<file path="src/hw/rtl/b64enc_pkg.sv">
package b64enc_pkg;

  localparam logic [7:0] CharUpperA = 8'h41;
  localparam logic [7:0] CharLowerA = 8'h61;
  localparam logic [7:0] CharDigit0 = 8'h30;
  localparam logic [7:0] CharPlus   = 8'h2B;
  localparam logic [7:0] CharSlash  = 8'h2F;
  localparam logic [7:0] CharPad    = 8'h3D;

  localparam logic [5:0] SextetLowerStart = 6'd26;
  localparam logic [5:0] SextetDigitStart = 6'd52;
  localparam logic [5:0] SextetPlus       = 6'd62;

  localparam logic [1:0] GroupOne   = 2'd1;
  localparam logic [1:0] GroupTwo   = 2'd2;
  localparam logic [1:0] GroupThree = 2'd3;

  // One complete or closing group handed from front to back.
  typedef struct packed {
    logic [23:0] bits;
    logic [1:0]  nbytes;
    logic        last;
  } b64enc_group_t;

  typedef struct packed {
    logic          valid;
    b64enc_group_t group;
  } b64enc_push_t;

  typedef struct packed {
    logic          full;
    logic          empty;
    b64enc_group_t head;
  } b64enc_qstat_t;

  // Standard alphabet lookup.
  function automatic logic [7:0] sextet_to_ascii(input logic [5:0] v);
    logic [7:0] c;
    c = {2'b00, v};
    priority if (v < SextetLowerStart) begin
      return CharUpperA + c;
    end else if (v < SextetDigitStart) begin
      return CharLowerA + c - {2'b00, SextetLowerStart};
    end else if (v < SextetPlus) begin
      return CharDigit0 + c - {2'b00, SextetDigitStart};
    end else if (v == SextetPlus) begin
      return CharPlus;
    end else begin
      return CharSlash;
    end
  endfunction

endpackage

</file>
<file path="src/hw/rtl/b64enc_if.sv">
interface b64enc_byte_if;
  logic       valid;
  logic       ready;
  logic [7:0] data_byte;
  logic       end_of_message;

  modport source (output valid, output data_byte, output end_of_message, input ready);
  modport sink   (input valid, input data_byte, input end_of_message, output ready);
endinterface

interface b64enc_char_if;
  logic       valid;
  logic       ready;
  logic [7:0] ascii_char;
  logic       last_char;

  modport source (output valid, output ascii_char, output last_char, input ready);
  modport sink   (input valid, input ascii_char, input last_char, output ready);
endinterface

</file>
<file path="src/hw/rtl/b64enc_front.sv">
module b64enc_front
  import b64enc_pkg::*;
(
  input  logic         clk_i,
  input  logic         rst_ni,
  input  logic         in_valid_i,
  input  logic [7:0]   in_byte_i,
  input  logic         in_eom_i,
  output logic         in_ready_o,
  input  logic         q_full_i,
  output b64enc_push_t push_o
);

  logic [1:0]  count_q, count_d;
  logic [15:0] bytes_q, bytes_d;
  logic        accept;

  assign in_ready_o = !q_full_i;
  assign accept     = in_valid_i && in_ready_o;

  always_comb begin
    count_d           = count_q;
    bytes_d           = bytes_q;
    push_o.valid      = 1'b0;
    push_o.group.last = in_eom_i;
    unique case (count_q)
      2'd0: begin
        push_o.group.bits   = {in_byte_i, 16'h0000};
        push_o.group.nbytes = GroupOne;
      end
      2'd1: begin
        push_o.group.bits   = {bytes_q[15:8], in_byte_i, 8'h00};
        push_o.group.nbytes = GroupTwo;
      end
      default: begin
        push_o.group.bits   = {bytes_q, in_byte_i};
        push_o.group.nbytes = GroupThree;
      end
    endcase
    if (accept) begin
      if (count_q[1] || in_eom_i) begin
        push_o.valid = 1'b1;
        count_d      = 2'd0;
        bytes_d      = 16'h0000;
      end else if (count_q == 2'd0) begin
        count_d = 2'd1;
        bytes_d = {in_byte_i, 8'h00};
      end else begin
        count_d = 2'd2;
        bytes_d = {bytes_q[15:8], in_byte_i};
      end
    end
  end

  always_ff @(posedge clk_i or negedge rst_ni) begin
    if (!rst_ni) begin
      count_q <= 2'd0;
      bytes_q <= 16'h0000;
    end else begin
      count_q <= count_d;
      bytes_q <= bytes_d;
    end
  end

endmodule

</file>
<file path="src/hw/rtl/b64enc_queue.sv">
module b64enc_queue
  import b64enc_pkg::*;
#(
  parameter int unsigned Depth = 2
) (
  input  logic          clk_i,
  input  logic          rst_ni,
  input  b64enc_push_t  push_i,
  input  logic          pop_i,
  output b64enc_qstat_t stat_o
);

  localparam int unsigned AW = (Depth > 1) ? $clog2(Depth) : 1;
  localparam int unsigned CW = $clog2(Depth + 1);

  b64enc_group_t mem_q [Depth];
  logic [AW-1:0] wr_ptr_q, wr_ptr_d, rd_ptr_q, rd_ptr_d;
  logic [CW-1:0] count_q, count_d;
  logic          do_push, do_pop;

  assign stat_o.full  = (count_q == CW'(Depth));
  assign stat_o.empty = (count_q == '0);
  assign stat_o.head  = mem_q[rd_ptr_q];

  assign do_push = push_i.valid && !stat_o.full;
  assign do_pop  = pop_i && !stat_o.empty;

  always_comb begin
    wr_ptr_d = wr_ptr_q;
    rd_ptr_d = rd_ptr_q;
    count_d  = count_q;
    if (do_push) begin
      wr_ptr_d = (wr_ptr_q == AW'(Depth - 1)) ? '0 : wr_ptr_q + 1'b1;
    end
    if (do_pop) begin
      rd_ptr_d = (rd_ptr_q == AW'(Depth - 1)) ? '0 : rd_ptr_q + 1'b1;
    end
    if (do_push && !do_pop) begin
      count_d = count_q + 1'b1;
    end else if (do_pop && !do_push) begin
      count_d = count_q - 1'b1;
    end
  end

  always_ff @(posedge clk_i) begin
    if (do_push) begin
      mem_q[wr_ptr_q] <= push_i.group;
    end
  end

  always_ff @(posedge clk_i or negedge rst_ni) begin
    if (!rst_ni) begin
      wr_ptr_q <= '0;
      rd_ptr_q <= '0;
      count_q  <= '0;
    end else begin
      wr_ptr_q <= wr_ptr_d;
      rd_ptr_q <= rd_ptr_d;
      count_q  <= count_d;
    end
  end

endmodule

</file>
<file path="src/hw/rtl/b64enc_back.sv">
module b64enc_back
  import b64enc_pkg::*;
(
  input  logic          clk_i,
  input  logic          rst_ni,
  input  b64enc_qstat_t stat_i,
  output logic          pop_o,
  output logic          out_valid_o,
  output logic [7:0]    out_char_o,
  output logic          out_last_o,
  input  logic          out_ready_i
);

  logic [1:0] idx_q, idx_d;
  logic       valid_q, valid_d;
  logic [7:0] char_q, char_d;
  logic       last_q, last_d;
  logic       load;
  logic [5:0] sextet;
  logic       pad;

  // Refill the output register when it is empty or being drained.
  assign load  = !stat_i.empty && (!valid_q || out_ready_i);
  assign pop_o = load && (idx_q == 2'd3);

  always_comb begin
    unique case (idx_q)
      2'd0:    sextet = stat_i.head.bits[23:18];
      2'd1:    sextet = stat_i.head.bits[17:12];
      2'd2:    sextet = stat_i.head.bits[11:6];
      default: sextet = stat_i.head.bits[5:0];
    endcase
    pad = ((idx_q == 2'd2) && (stat_i.head.nbytes < GroupTwo)) ||
          ((idx_q == 2'd3) && (stat_i.head.nbytes < GroupThree));
  end

  always_comb begin
    idx_d   = idx_q;
    valid_d = valid_q;
    char_d  = char_q;
    last_d  = last_q;
    if (load) begin
      idx_d   = idx_q + 1'b1;
      valid_d = 1'b1;
      char_d  = pad ? CharPad : sextet_to_ascii(sextet);
      last_d  = stat_i.head.last && (idx_q == 2'd3);
    end else if (out_ready_i) begin
      valid_d = 1'b0;
    end
  end

  always_ff @(posedge clk_i or negedge rst_ni) begin
    if (!rst_ni) begin
      idx_q   <= 2'd0;
      valid_q <= 1'b0;
    end else begin
      idx_q   <= idx_d;
      valid_q <= valid_d;
    end
  end

  always_ff @(posedge clk_i) begin
    char_q <= char_d;
    last_q <= last_d;
  end

  assign out_valid_o = valid_q;
  assign out_char_o  = char_q;
  assign out_last_o  = last_q;

endmodule

</file>
<file path="src/hw/rtl/base64_stream_encoder_top.sv">
// Channel   Dir   Payload                           Handshake
// in_i      in    data_byte[7:0], end_of_message    valid/ready
// out_o     out   ascii_char[7:0], last_char        valid/ready
//
// Each group of up to three bytes yields four characters, one per cycle from
// the output register while the output is ready; the sustained rate is set
// by the single-character output register.
// A byte is taken whenever the group queue (QueueDepth) has room.
// Reset is asynchronous and clears the pending bytes, queue and output valid.
// Output stalls back up through the queue; input waits only when it is full.
module base64_stream_encoder_top
  import b64enc_pkg::*;
#(
  parameter int unsigned QueueDepth = 2
) (
  input  logic         clk_i,
  input  logic         rst_ni,
  b64enc_byte_if.sink  in_i,
  b64enc_char_if.source out_o
);

  b64enc_push_t  push;
  b64enc_qstat_t stat;
  logic          pop;

  b64enc_front u_front (
    .clk_i      (clk_i),
    .rst_ni     (rst_ni),
    .in_valid_i (in_i.valid),
    .in_byte_i  (in_i.data_byte),
    .in_eom_i   (in_i.end_of_message),
    .in_ready_o (in_i.ready),
    .q_full_i   (stat.full),
    .push_o     (push)
  );

  b64enc_queue #(
    .Depth (QueueDepth)
  ) u_queue (
    .clk_i  (clk_i),
    .rst_ni (rst_ni),
    .push_i (push),
    .pop_i  (pop),
    .stat_o (stat)
  );

  b64enc_back u_back (
    .clk_i       (clk_i),
    .rst_ni      (rst_ni),
    .stat_i      (stat),
    .pop_o       (pop),
    .out_valid_o (out_o.valid),
    .out_char_o  (out_o.ascii_char),
    .out_last_o  (out_o.last_char),
    .out_ready_i (out_o.ready)
  );

endmodule

</file>
<file path="src/flat_wrapper.sv">
// flat-port wrapper written by rule: the top's interface ports become plain ports
module base64_stream_encoder_top_flat import b64enc_pkg::*;
#(
  parameter int unsigned QueueDepth = 2
)
  (clk_i, rst_ni, in_i_valid, in_i_data_byte, in_i_end_of_message, in_i_ready, out_o_valid, out_o_ascii_char, out_o_last_char, out_o_ready);
  b64enc_byte_if in_i_i ();
  b64enc_char_if out_o_i ();
  input  logic clk_i;
  input  logic rst_ni;
  input wire logic [$bits(in_i_i.valid)-1:0] in_i_valid;
  input wire logic [$bits(in_i_i.data_byte)-1:0] in_i_data_byte;
  input wire logic [$bits(in_i_i.end_of_message)-1:0] in_i_end_of_message;
  output wire logic [$bits(in_i_i.ready)-1:0] in_i_ready;
  output wire logic [$bits(out_o_i.valid)-1:0] out_o_valid;
  output wire logic [$bits(out_o_i.ascii_char)-1:0] out_o_ascii_char;
  output wire logic [$bits(out_o_i.last_char)-1:0] out_o_last_char;
  input wire logic [$bits(out_o_i.ready)-1:0] out_o_ready;
  assign in_i_i.valid = in_i_valid;
  assign in_i_i.data_byte = in_i_data_byte;
  assign in_i_i.end_of_message = in_i_end_of_message;
  assign in_i_ready = in_i_i.ready;
  assign out_o_valid = out_o_i.valid;
  assign out_o_ascii_char = out_o_i.ascii_char;
  assign out_o_last_char = out_o_i.last_char;
  assign out_o_i.ready = out_o_ready;
  base64_stream_encoder_top #(.QueueDepth(QueueDepth)) u_core (.clk_i(clk_i), .rst_ni(rst_ni), .in_i(in_i_i), .out_o(out_o_i));
endmodule
</file>
<file path="config.mk">
export PLATFORM = sky130hd
export DESIGN_NAME = base64_stream_encoder_top_flat
export DESIGN_NICKNAME = d
export VERILOG_FILES = /design/src/hw/rtl/b64enc_pkg.sv /design/src/hw/rtl/b64enc_if.sv /design/src/hw/rtl/b64enc_front.sv /design/src/hw/rtl/b64enc_queue.sv /design/src/hw/rtl/b64enc_back.sv /design/src/hw/rtl/base64_stream_encoder_top.sv /design/src/flat_wrapper.sv
export SDC_FILE = /design/constraint.sdc
export NUM_CORES = 1
export LEC_CHECK = 0
export ABC_AREA = 1
export BUFFER_PORTS_ARGS = -buffer_cell sky130_fd_sc_hd__buf_2
export CORE_MARGIN = 1
export CORE_UTILIZATION = 45
export DETAILED_ROUTE_END_ITERATION = 8
export PLACE_DENSITY = 0.63
export REMOVE_ABC_BUFFERS = 1
export SYNTH_ARGS = -nofsm -noshare
export SYNTH_HDL_FRONTEND = slang
export SYNTH_HIERARCHICAL = 1
export SYNTH_SLANG_ARGS = --single-unit
</file>
<file path="constraint.sdc">
create_clock -name clk_i -period 3.3 [get_ports clk_i]
set_input_delay 0.99 -clock clk_i [delete_from_list [all_inputs] [get_ports clk_i]]
set_output_delay 0.99 -clock clk_i [all_outputs]
set_load 0.05 [all_outputs]
</file>
Word-level counts from Yosys, hierarchy flattened:

Memory sizes are Yosys's and may differ from the RTL's.
Cells that the tools add are included.

* bits in registers: 34
* bits in writable memories: 54
* input port bits: 13
* output and inout port bits: 11
* logic and storage cells: 77
* memories: 1

Memory list
* u_core.u_queue.mem_q: depth 2, width 27, read ports 1, clocked after Yosys merged registers in 0, write ports 1, RTL line b64enc_queue.sv:16 `b64enc_group_t mem_q [Depth];`

* $add $sub $neg: 10
* order comparisons: 5
* eq/ne operators: 6
* multiplexer cells: 20
* reduce and logical (&&, ||, !) cells: 25

Operators with widths (count)
* $pmux 26 s2: 1
* $mux 16: 2
* $mux 8: 3
* $pmux 6 s3: 1
* $add 7x6->8 const A: 2
* $lt 6x6->1 const B: 2
* $logic_and 1x1->1: 10
* $mux 1: 8
* $mux 2: 4
* $sub 7x6->8 const B: 1
* $sub 8x5->8 const B: 1
* $add 6x6->7 const A: 1
* $eq 2x2->1 const B: 3
* $eq 6x6->1 const B: 1
* $logic_not 2->1: 3
* $lt 6x5->1 const B: 1
* $reduce_bool 2->1: 3
* $logic_not 1->1: 5
* $add 2x1->2 const B: 2
* $eq 2x1->1 const B: 2
* $lt 2x2->1 const B: 2
* $logic_or 1x1->1: 3
* $mux 3: 1
* $add 1x1->1 const B: 2
* 2 further kinds: 2

Depth between registers and ports, before layout:

Gate-level depths: netlist of run 1.

* depth after elaboration: 9
* mapped depth: 14
* depth with buffers taken out: 13

Modules after synthesis:

Netlist of run 1, hierarchy kept.

Modules (own cells, without submodules)
* b64enc_queue: times used 1, cells each 172, area each 2192.1 um^2, seq. area each 1721.7 um^2
* b64enc_back: times used 1, cells each 152, area each 1113.6 um^2, seq. area each 345.3 um^2
* b64enc_front: times used 1, cells each 155, area each 1112.3 um^2, seq. area each 450.4 um^2

Least setup slack after synthesis of run 1:

No wires, ideal clock.

* path kind: input -> register
* from: input in_i_valid
* to: memory u_core/u_queue/mem_q[1][0] (netlist bit), enable pin
* setup time: 0.411 ns
* data arrival time: 2.823 ns
* required time: 2.889 ns
* setup slack: 0.066 ns
* stages: 7
* path buffers: 1
* cells stage by stage: inv_1 nor2_4 inv_1 buf_2 nor2_1 o21ai_0 nor2_1

RTL lines
* from (decl): RTL line flat_wrapper.sv:11 `input wire logic [$bits(in_i_i.valid)-1:0] in_i_valid;`
* to (decl): RTL line b64enc_queue.sv:16

Worst setup path in the final report of run 1:

* from: register u_core.u_back.idx_q[0]
* to: register u_core.u_back.char_q[4] (netlist: u_core/u_back/out_char_o[4]), data pin

* cells in the longest elaborated chain, start to end: 7
* elaborated cells between the ends (all ways): 19
* those cells by class: add/sub (5); order compare (3); eq/ne (3); mux (4); reduce/logical (4)

RTL lines
* from (decl): RTL line b64enc_back.sv:14 `logic [1:0] idx_q, idx_d;`
* from (signal assigned): RTL line b64enc_back.sv:57 `idx_q <= idx_d;`
* $eq 2x2->1, or another cell as far along: RTL line b64enc_back.sv:27, b64enc_back.sv:33
* $pmux 6 s3: RTL line b64enc_back.sv:27 `unique case (idx_q)`
* $add 6x6->7: RTL line b64enc_pkg.sv:45 `return CharDigit0 + c - {2'b00, SextetDigitStart};`
* $sub 7x6->8: RTL line b64enc_pkg.sv:45
* $mux 8: RTL line b64enc_pkg.sv:44 `end else if (v < SextetPlus) begin`
* $mux 8: RTL line b64enc_pkg.sv:42 `end else if (v < SextetDigitStart) begin`
* $mux 8: RTL line b64enc_pkg.sv:40 `priority if (v < SextetLowerStart) begin`
* to (signal assigned): RTL line b64enc_back.sv:63 `char_q <= char_d;`
* to (decl): RTL line b64enc_back.sv:16 `logic [7:0] char_q, char_d;`

Parallel ways exist; a longest one is shown, timed or not.
A chain may end at the register's enable or synchronous reset.

==> results of run 1 <==
[critical path: cells and delay by family (launching register included)]
kind | cells | cell delay [ps]
simple gates | 5 | 520
flops | 1 | 430
compound gates | 2 | 400
buf+inv | 1 | 290
fa+ha+maj | 2 | 480
[cell usage after synthesis, drive strengths merged]
cell type	n
xnor2	1
clkinv	1
buf	13
dfrtp	25
a21oi	4
edfxtp	63
nand2	212
nor2	47
xor2	2
conb	1
ha	7
inv	41
or2	2
o21bai	3
nand3	20
nand3b	1
o21ai	26
o211ai	1
nand4	9
[per-stage QoR]
step	cell area (µm²)	std cells	total power (µW)
final	4840	639	5090
after detailed placement	4630	623	4320
after global routing	4840	639	5500
after global placement	4630	623	4270
after floorplan	4310	466	3730
after CTS	4840	639	5120
[final timing paths]
check,startpoint,slack (ps),endpoint,depth (start not counted)
max,u_core/u_back/idx_q[0],930,u_core/u_back/out_char_o[4],10
min,u_core/u_front/bytes_q[15],480,u_core/u_front/bytes_q[15],2
max reg2reg,u_core/u_back/idx_q[0],930,u_core/u_back/out_char_o[4],10
min reg2reg,u_core/u_front/bytes_q[15],480,u_core/u_front/bytes_q[15],2
max in group asynchronous,rst_ni,2280,u_core/u_front/bytes_q[12],1
min in group asynchronous,rst_ni,620,u_core/u_front/bytes_q[11],1
[flip-flops by register name, indices dropped and copies added, names as in the netlist]
| name | flops |
|---|---|
| u_core/u_back/out_last_o | 1 |
| u_core/u_back/out_valid_o | 1 |
| u_core/u_back/idx_q | 2 |
| u_core/u_queue/wr_ptr_q | 1 |
| u_core/u_queue/mem_q | 54 |
| u_core/u_back/out_char_o | 8 |
| u_core/u_queue/count_q | 2 |
| u_core/u_front/count_q | 2 |
| u_core/u_front/bytes_q | 16 |
| u_core/u_queue/rd_ptr_q | 1 |
[layout make-up]
class | instances | area, µm² | share of cell area [%]
clock buffers | 11 | 131 | 2.71
clock inverters | 5 | 81.3 | 1.68
inverters | 42 | 160 | 3.31
multi-input cells | 336 | 1640 | 33.8
flip-flops and latches | 88 | 2520 | 52.0
well taps | 129 | 161 | 3.33
repair buffers | 28 | 153 | 3.15
[metal layers]
layer / part of all wire (%) / GRT usage (%) / vias to the layer above
met1: 47 / 23.5 / 1399
li1: - / - / 1587
met4: 1.9 / 7.47 / 0
met3: 3.1 / 3.54 / 13
met5: 0 / 0 / -
met2: 48 / 30.0 / 58
[kinds of logic after synthesis]
kind of cell / synth area share, %
compound gates: 5.95
xor+xnor: 0.595
fa+ha+maj: 1.98
buf+inv: 5.98
flops: 57.0
other cells: 0.0849
simple gates: 28.4
[report_power, final]
group | switching [µW] | total (µW) | internal [µW] | leakage [µW]
Clock | 366 | 793 | 427 | 0.000104
Combinational | 1770 | 2530 | 752 | 0.00122
Sequential | 150 | 1770 | 1620 | 0.000911
==> metrics.cfg, run 1 <==
[run_status]
status = complete, no violations

[sta]
rsz0062_at_grt = false
holdWs_ps = 475
timing.final.crit_period_ps = 2370
max_freq_mhz = 422
maxSlewHeadroom_pct = 51.1
setup_viol = 0
skew_ps = 9.99
worstMarginPinSlew_ps = 734
min_period_over_period_pct = 71.8
maxSlewViolCount = 0
final.setup.worst_slack_ps = 930
setup-tns-final_ps = 0
timing_hold_violations_final = 0

[critical_path]
setup.worst_path.class = flip-flop to flip-flop
cp-end-kind = flip-flop
cp_cell_sequence = ha_1, inv_2, nand2_1, o21ai_4, ha_1, nand2_1, a21oi_1, nor2_1, nor2_1, nor2_1
crit_fanout = 13
critPathSlowestCell = dfrtp_1
cp.required_ps = 3410
crit_path_start_kind = flip-flop
slowest_delay_ps = 430
cp.arrival_ps = 2480
crit_top_cell = nor2_1

[global_routing]
antenna_found_initial = 0
overflow = 0
grt_pass1_vias = 2959
grt_pass1_wl_um = 14000
grt_max_degree = 29
grt.total_usage_pct = 18.2

[yosys]
yosys_register_bits = 88
yosysWarnings = 6
synth_top_area_share_pct = 42.8
yosys-top-cells-area = edfxtp_1, nand2_1, dfrtp_1
synth_cells = 479
synth_area_um2 = 4420
synth_cell_type_count = 32
yosys.area.top_type = edfxtp_1
synth_seq_area_share_pct = 57.0
syn_avg_cell_area_um2 = 9.22

[finish]
fillers = 898
final_common_cell = nand2_1
areaGrowthSynthToFinish_pct = 9.63
final_nets = 525
drive_gt1_share_pct = 16.7
diodes = 0
final_cell_mix = nand2_1, edfxtp_1, inv_1, nor2_1, dfrtp_1
finish.utilization_pct = 51.7

[place]
io_buffers = 23
gp_congestion = 0.917
dp_hpwl_um = 5840
dp_slack_ps = 770

[drt]
routed_wl_um = 8230
dr.pass1.iters = 5
via_per_inst = 4.78
routedWlPerCell_um = 12.9
via_count = 3057
first_iter_violations = 188
drc = 0
ant_nets = 0

[hold_path]
hold_class = flip-flop to flip-flop

[floorplanning]
rows = 35
coreArea_um2 = 9370
start_util_pct = 47.1
dieWidth_um = 101
ioPinCount = 24
die-height_um = 101
die_area_um2 = 10200

[clocking]
holdBufCountCts = 0
postCtsSetupRepairBufs = 0
clk_path_buf_depth = 2
clk_latency_ps = 350
clkTransAtPathRegs_ps = 80
htree_levels = 3
cts_root_buffer = clkbuf_8
cts_sinks = 88
cts_tree = built
cts_buffers = 9
ctsResizeCount = 0

[run]
drv_cap = 0

[pwr]
peakVddDrop_mv = 0.408
power.density_nw_per_um2 = 1050
p_leak_uw = 0.00223

No activity file was read; power rests on OpenSTA's default activity.
==> run 2, diff against run 1 <==
Settings changed: ABC_AREA 1 to 0.
Clock period 3.3 ns to 2.5 ns, I/O delays scaled along.
==> metrics.cfg, run 2 <==
[run_status]
status = finished, violations left
violations = negative setup slack

[finish]
top_register = u_core/u_queue/mem_q
areaGrowthSynthToFinish_pct = 19.9
drive_gt1_share_pct = 39.2  ; +23 points
final_cell_mix = edfxtp_1, nand2_1, buf_4, mux2_4, dfrtp_1
largest_reg_flops = 54  ; unchanged
diodes = 0  ; unchanged
final_common_cell = edfxtp_1
layout.cells.non_filler = 491  ; -23%
final_nets = 395  ; -25%

[run]
drv_cap = 0  ; unchanged

[drt]
via_count = 2697  ; -12%
wirelength_met1_um = 3950  ; +2.9%
first_iter_violations = 157  ; -16%
dr_wl_met2_um = 4020  ; +1.2%
drc = 0  ; unchanged
dr.pass1.iters = 6  ; +1
routedWlPerCell_um = 17.2  ; +34%
routed_wl_um = 8450  ; +2.7%
dr_wl_met3_um = 379  ; +50%
via_per_inst = 5.49  ; +15%
topRoutingLayerUsed = met4
ant_nets = 0  ; unchanged

[clocking]
clk_latency_ps = 350  ; about the same
clk_path_buf_depth = 2  ; unchanged
cts_buffers = 9  ; unchanged
holdBufCountCts = 0  ; unchanged
cts_tree = built
cts_root_buffer = clkbuf_8
clkTransAtPathRegs_ps = 90  ; about the same
cts_sinks = 88  ; unchanged
htree_levels = 3  ; unchanged

[critical_path]
critPathBufInv = 2  ; +1
cp.required_ps = 2600  ; -810 ps
setup.worst_path.class = flip-flop to flip-flop
critPathSlowestCell = dfrtp_2
cp.arrival_ps = 2740  ; +260 ps
cp-end-kind = flip-flop
crit_fanout = 5  ; -8
crit_top_cell = mux2_4
cp_cell_sequence = buf_12, mux2_4, a222oi_1, buf_4, mux2_4, nor2_2, a211o_1, a311o_1
crit_family = compound AO/OA/AOI/OAI gates
slowest_delay_ps = 480  ; +50 ps
crit_path_start_kind = flip-flop

[yosys]
yosys_register_bits = 88  ; unchanged
yosysWarnings = 6  ; unchanged
synth.most_common_cell = edfxtp_1
synth-async-reset-ratio_pct = 28.4  ; unchanged
synth_cell_type_count = 51  ; +59%
synthTopCellsByCount = edfxtp_1, nand2_1, dfrtp_1
synth_area_um2 = 4240  ; -4.0%
yosys-top-cells-area = edfxtp_1, dfrtp_1, mux2_4
synth_top_area_share_pct = 44.6  ; +1.8 points
syn_avg_cell_area_um2 = 13.5  ; +46%
ys.flop_type = edfxtp_1
synth_seq_area_share_pct = 59.4  ; +2.4 points
yosys.area.top_type = edfxtp_1
synth-edff-count = 63  ; unchanged
synth_cells = 315  ; -34%

[place]
gp_congestion = 0.887  ; -3.3%
dp_hpwl_um = 5660  ; -3.2%
dp_cells = 467  ; -25%
io_buffers = 23  ; unchanged

[floorplanning]
rows = 35  ; unchanged
ioPinCount = 24  ; unchanged
coreArea_um2 = 9200  ; -1.9%
die-height_um = 99.1  ; -2.0%
die_area_um2 = 9820  ; -3.9%
start_util_pct = 46.1  ; -1.0 points
dieWidth_um = 99.1  ; -2.0%

[global_routing]
antenna_found_initial = 0  ; unchanged
grt_pass1_wl_um = 13800  ; -1.1%
grt_pass1_vias = 2743  ; -7.3%
grt.total_usage_pct = 18.7  ; +0.48 points
overflow = 0  ; unchanged
grt_max_degree = 28  ; -3.4%

[pwr]
power.density_nw_per_um2 = 1510  ; +43%
peakVddDrop_mv = 0.529  ; +30%
p_leak_uw = 0.00205  ; -8.3%

[sta]
setup-tns-final_ps = -302  ; -302 ps
timing.final.crit_period_ps = 2640  ; +270 ps
min_period_over_period_pct = 106  ; +34 points
skew_ps = 6.85  ; -3.15 ps
setup_viol = 4  ; +4
maxSlewViolCount = 0  ; unchanged
rsz0062_at_grt = true
final.setup.worst_slack_ps = -141  ; -1070 ps
maxSlewHeadroom_pct = 48.2  ; -2.9 points
max_freq_mhz = 379  ; -10%
worstMarginPinSlew_ps = 778  ; +43.5 ps
timing_hold_violations_final = 0  ; unchanged

[hold_path]
hold_class = input pin to async pin

==> run 2: cell types whose count changed after synthesis, moves of 5 or more <==
cell / delta
o211ai_1: +6
nand2_2: -5
nand3_1: -8
inv_1: -21
mux2_4: +19
o21ai_2: -10
mux2_2: +19
nor2_4: -6
nand4_1: -9
a22o_2: +7
nor2_1: -26
a222oi_1: +6
nand2_1: -167
and2_1: +11
==> run 2: kinds of logic (layout without fill, tap and decap cells) <==
| group | count (synthesis) | after routing | synth area share (%) |
|---|---|---|---|
| buffers and inverters | 30 | 95 | 4.07 |
| other | 1 | 1 | 0.0884 |
| adder cells (fa/ha/maj) | 7 | 7 | 2.06 |
| AO/OA/AOI/OAI | 59 | 59 | 10.3 |
| AND/OR/NAND/NOR | 79 | 79 | 9.03 |
| flip-flops | 88 | 88 | 59.4 |
| multiplexers | 45 | 45 | 13.8 |
| XOR/XNOR | 6 | 6 | 1.24 |
==> run 2: worst paths after layout <==
| check | startpoint | to | slack, ps | cells past startpoint |
|---|---|---|---|---|
| min in group clk_i | u_core/u_front/bytes_q[2] | u_core/u_front/bytes_q[2] | 490 | 2 |
| worst min register to register | u_core/u_front/bytes_q[2] | u_core/u_front/bytes_q[2] | 490 | 2 |
| worst max register to register | u_core/u_queue/rd_ptr_q | u_core/u_back/out_char_o[2] | -140 | 8 |
| worst min-delay path | rst_ni | u_core/u_queue/count_q[0] | 390 | 1 |
| max in group asynchronous | rst_ni | u_core/u_queue/rd_ptr_q | 1680 | 1 |
| worst max-delay path | u_core/u_queue/rd_ptr_q | u_core/u_back/out_char_o[2] | -140 | 8 |
==> run 2: what timing repair did <==
item,in CTS,in global routing
resized for setup,18,15
endpoints found under the setup margin,5,6
pin swaps,14,15
setup buffers,7,1
cloned,2,0
==> run 2: through the flow <==
stage	setup WS [ps]	util, %	area (µm²)	hold slack (ps)	total power, µW
6_report	-141	55.3	5090	392	7660
3_5_place_dp	-204	50.7	4660	472	5940
4_1_cts	-146	55.1	5070	400	7520
2_1_floorplan	-625	-	4130	451	4730
3_3_place_gp	-159	50.7	4660	463	5870
5_1_grt	-220	55.3	5090	427	8120
==> run 2: final cells by class <==
type | instances | area (µm²)
Fill cell | 758 | 4110
Sequential cell | 88 | 2520
Multi-Input combinational cell | 197 | 1670
Timing Repair Buffer | 62 | 469
Clock buffer | 11 | 141
Tap cell | 111 | 139
Clock inverter | 5 | 80.1
Inverter | 17 | 66.3
==> run 2: power breakdown <==
part | total, µW | leakage (µW) | switching [µW] | internal (µW)
logic | 4170 | 0.00103 | 2180 | 1990
registers | 2400 | 0.000907 | 258 | 2140
clock network | 1090 | 0.000107 | 500 | 589
total | 7660 | 0.00205 | 2940 | 4720
==> run 2: routing by layer <==
| layer | track usage [%] | vias up |
|---|---|---|
| li1 | - | 1276 |
| met1 | 25.4 | 1337 |
| met2 | 29.3 | 76 |
| met3 | 3.90 | 8 |
| met4 | 7.58 | 0 |
| met5 | 0 | - |
==> run 3, diff against run 2 <==
Settings changed: SETUP_SLACK_MARGIN set to 0.5.
==> metrics.cfg, run 3 (synthesis gave the netlist of run 2 again) <==
[run_status]
status = finished, violations left
violations = negative setup slack

[critical_path]
rr_endpoint = u_core/u_back/out_char_o[2]
cp.required_ps = 2600  ; about the same
reg2reg_from = u_core/u_queue/rd_ptr_q
critPathSlowestCell = dfrtp_2
cp.arrival_ps = 2800  ; +60 ps
slowest_delay_ps = 480  ; about the same
regToRegSetupSlack_ps = -200  ; -50 ps
rr_worst_depth = 11  ; +3
crit_path_start_kind = flip-flop
crit_family = compound AO/OA/AOI/OAI gates
critPathBufInv = 4  ; +2
setup.worst_path.class = flip-flop to flip-flop
crit_fanout = 5  ; unchanged
crit_top_cell = buf_4
cp_cell_sequence = buf_6, buf_16, mux2_2, a222oi_1, buf_4, mux2i_4, nand2_1, buf_4, o21ai_0, a211oi_1, a311o_1
cp-end-kind = flip-flop

[finish]
largest_reg_flops = 54  ; unchanged
areaGrowthSynthToFinish_pct = 21.7
layout.cells.non_filler = 496  ; +1.0%
final_common_cell = edfxtp_1
final_area_um2 = 5160  ; +1.5%
final_cell_mix = edfxtp_1, nand2_1, buf_4, mux2_4
final_nets = 400  ; +1.3%
top_register = u_core/u_queue/mem_q
diodes = 0  ; unchanged
drive_gt1_share_pct = 40.0  ; +0.79 points

[pwr]
power.switching_uw = 2930  ; -0.26%
combPwrFrac_pct = 54.9  ; +0.5 points
power.density_nw_per_um2 = 1500  ; -0.20%
intPower_uw = 4830  ; +2.2%
switching_share_pct = 37.8  ; -0.57 points
p_leak_uw = 0.00210  ; +2.4%
pwr-share-clk_pct = 14.1  ; about the same
peakVddDrop_mv = 0.507  ; -4.1%
pwr-share-seq_pct = 30.9  ; -0.5 points

[drt]
drc = 0  ; unchanged
routedWlPerCell_um = 17.2  ; -0.24%
dr.pass1.iters = 5  ; -1
via_count = 2736  ; +1.4%
routed_wl_um = 8520  ; +0.78%
ant_nets = 0  ; unchanged
first_iter_violations = 213  ; +36%
via_per_inst = 5.52  ; +0.42%

[global_routing]
grt.total_usage_pct = 18.8  ; +0.093 points
antenna_found_initial = 0  ; unchanged
grt_max_degree = 28  ; unchanged
overflow = 0  ; unchanged
grt_pass1_wl_um = 13900  ; +0.60%
grt_pass1_vias = 2768  ; +0.91%

[sta]
timing.final.crit_period_ps = 2700  ; +55.0 ps
skew_ps = 9.10  ; +2.26 ps
timing_hold_violations_final = 0  ; unchanged
max_freq_mhz = 371  ; -2.0%
final.setup.worst_slack_ps = -196  ; -55.0 ps
maxSlewViolCount = 0  ; unchanged
setup_viol = 4  ; unchanged
worstMarginPinSlew_ps = 603  ; -175 ps
min_period_over_period_pct = 108  ; +2.2 points
maxSlewHeadroom_pct = 59.8  ; +12 points
rsz0062_at_grt = true

[run]
drv_cap = 0  ; unchanged

[place]
postPlaceCellArea_um2 = 4660  ; unchanged
gp_congestion = 0.887  ; unchanged
dp_cells = 467  ; unchanged
dp_hpwl_um = 5660  ; unchanged
io_buffers = 23  ; unchanged

[floorplanning]
start_util_pct = 46.1  ; unchanged
dieWidth_um = 99.1  ; unchanged
die_area_um2 = 9820  ; unchanged
ioPinCount = 24  ; unchanged
die-height_um = 99.1  ; unchanged
rows = 35  ; unchanged
coreArea_um2 = 9200  ; unchanged

[clocking]
clkTransAtPathRegs_ps = 90  ; about the same
htree_levels = 3  ; unchanged
clk_latency_ps = 350  ; about the same
clk_path_buf_depth = 2  ; unchanged
cts_buffers = 9  ; unchanged
cts_sinks = 88  ; unchanged
holdBufCountCts = 0  ; unchanged
cts_tree = built
cts_root_buffer = clkbuf_8

[hold_path]
hold_class = input pin to async pin

run 3: changes by cell type in the layout (fill, tap and decap cells not counted), moves of 2 or more:
| cell | change |
|---|---|
| inv_1 | +2 |
| dfrtp_1 | -2 |
| buf_4 | +2 |
| ha_4 | -2 |
| dfrtp_2 | +2 |
| buf_16 | +2 |
| buf_6 | +2 |
run 3: worst max path at each step:
stage,slack (ps),start,cells after the start,end
detailed placement,-200,u_core/u_queue/rd_ptr_q,8,u_core/u_back/out_char_o[2]
floorplan,-630,u_core/u_queue/rd_ptr_q,8,u_core/u_back/out_char_o[2]
CTS,-150,u_core/u_queue/rd_ptr_q,10,u_core/u_back/out_char_o[2]
global route,-260,u_core/u_queue/rd_ptr_q,10,u_core/u_back/out_char_o[2]
finish,-200,u_core/u_queue/rd_ptr_q,11,u_core/u_back/out_char_o[2]
global placement,-160,u_core/u_back/idx_q[0],9,u_core/u_back/out_char_o[2]
run 3: what timing repair did:
item                       4_1_cts  5_1_grt
buffers inserted                 8        2
pin swaps                       14        7
gates cloned                     2        1
setup endpoints to repair        8       64
gates resized for setup         21       10
run 3: through the flow:
| stage | setup TNS [ps] | setup slack (ps) | power [µW] | hold WS, ps | utilization [%] |
|---|---|---|---|---|---|
| global placement | -433 | -159 | 5870 | 463 | 50.7 |
| finish | -469 | -196 | 7760 | 392 | 56.1 |
| CTS | -369 | -146 | 7560 | 400 | 55.3 |
| floorplan | -13220 | -625 | 4730 | 451 | - |
| detailed placement | -545 | -204 | 5940 | 472 | 50.7 |
| global route | -908 | -257 | 8210 | 427 | 56.1 |
run 3: layout make-up:
type                       instances  area, µm²
timing repair buffer              67        567
clock inverter                     5       80.1
tap                              111        139
clock buffer                      11        141
multi-input combinational        197       1650
inverter                          17       63.8
fill                             755       4040
sequential                        88       2520
run 3: power by group through the flow:
| stage | clock network, µW | logic (µW) | registers [µW] |
|---|---|---|---|
| after floorplan | 0 | 2010 | 2710 |
| after global placement | 0 | 3470 | 2400 |
| after detailed placement | 0 | 3520 | 2420 |
| after CTS | 1120 | 4040 | 2400 |
| after global routing | 1180 | 4580 | 2450 |
| final | 1100 | 4260 | 2400 |
run 3: worst reg2reg max path: cells and delay by family (launching register included):
family          cells  cell delay [ps]
compound gates      4              740
mux                 2              490
simple gates        1              120
flops               1              480
buf+inv             4              620
run 3: metal layers:
metal / vias up / global-route usage (%) / routed length (µm) / part of all wire [%]
met1: 1360 / 25.5 / 3950 / 46
met4: 0 / 7.58 / 91 / 1.1
met2: 80 / 29.5 / 4100 / 48
li1: 1290 / - / - / -
met5: - / 0 / 0 / 0
met3: 6 / 3.90 / 382 / 4.5
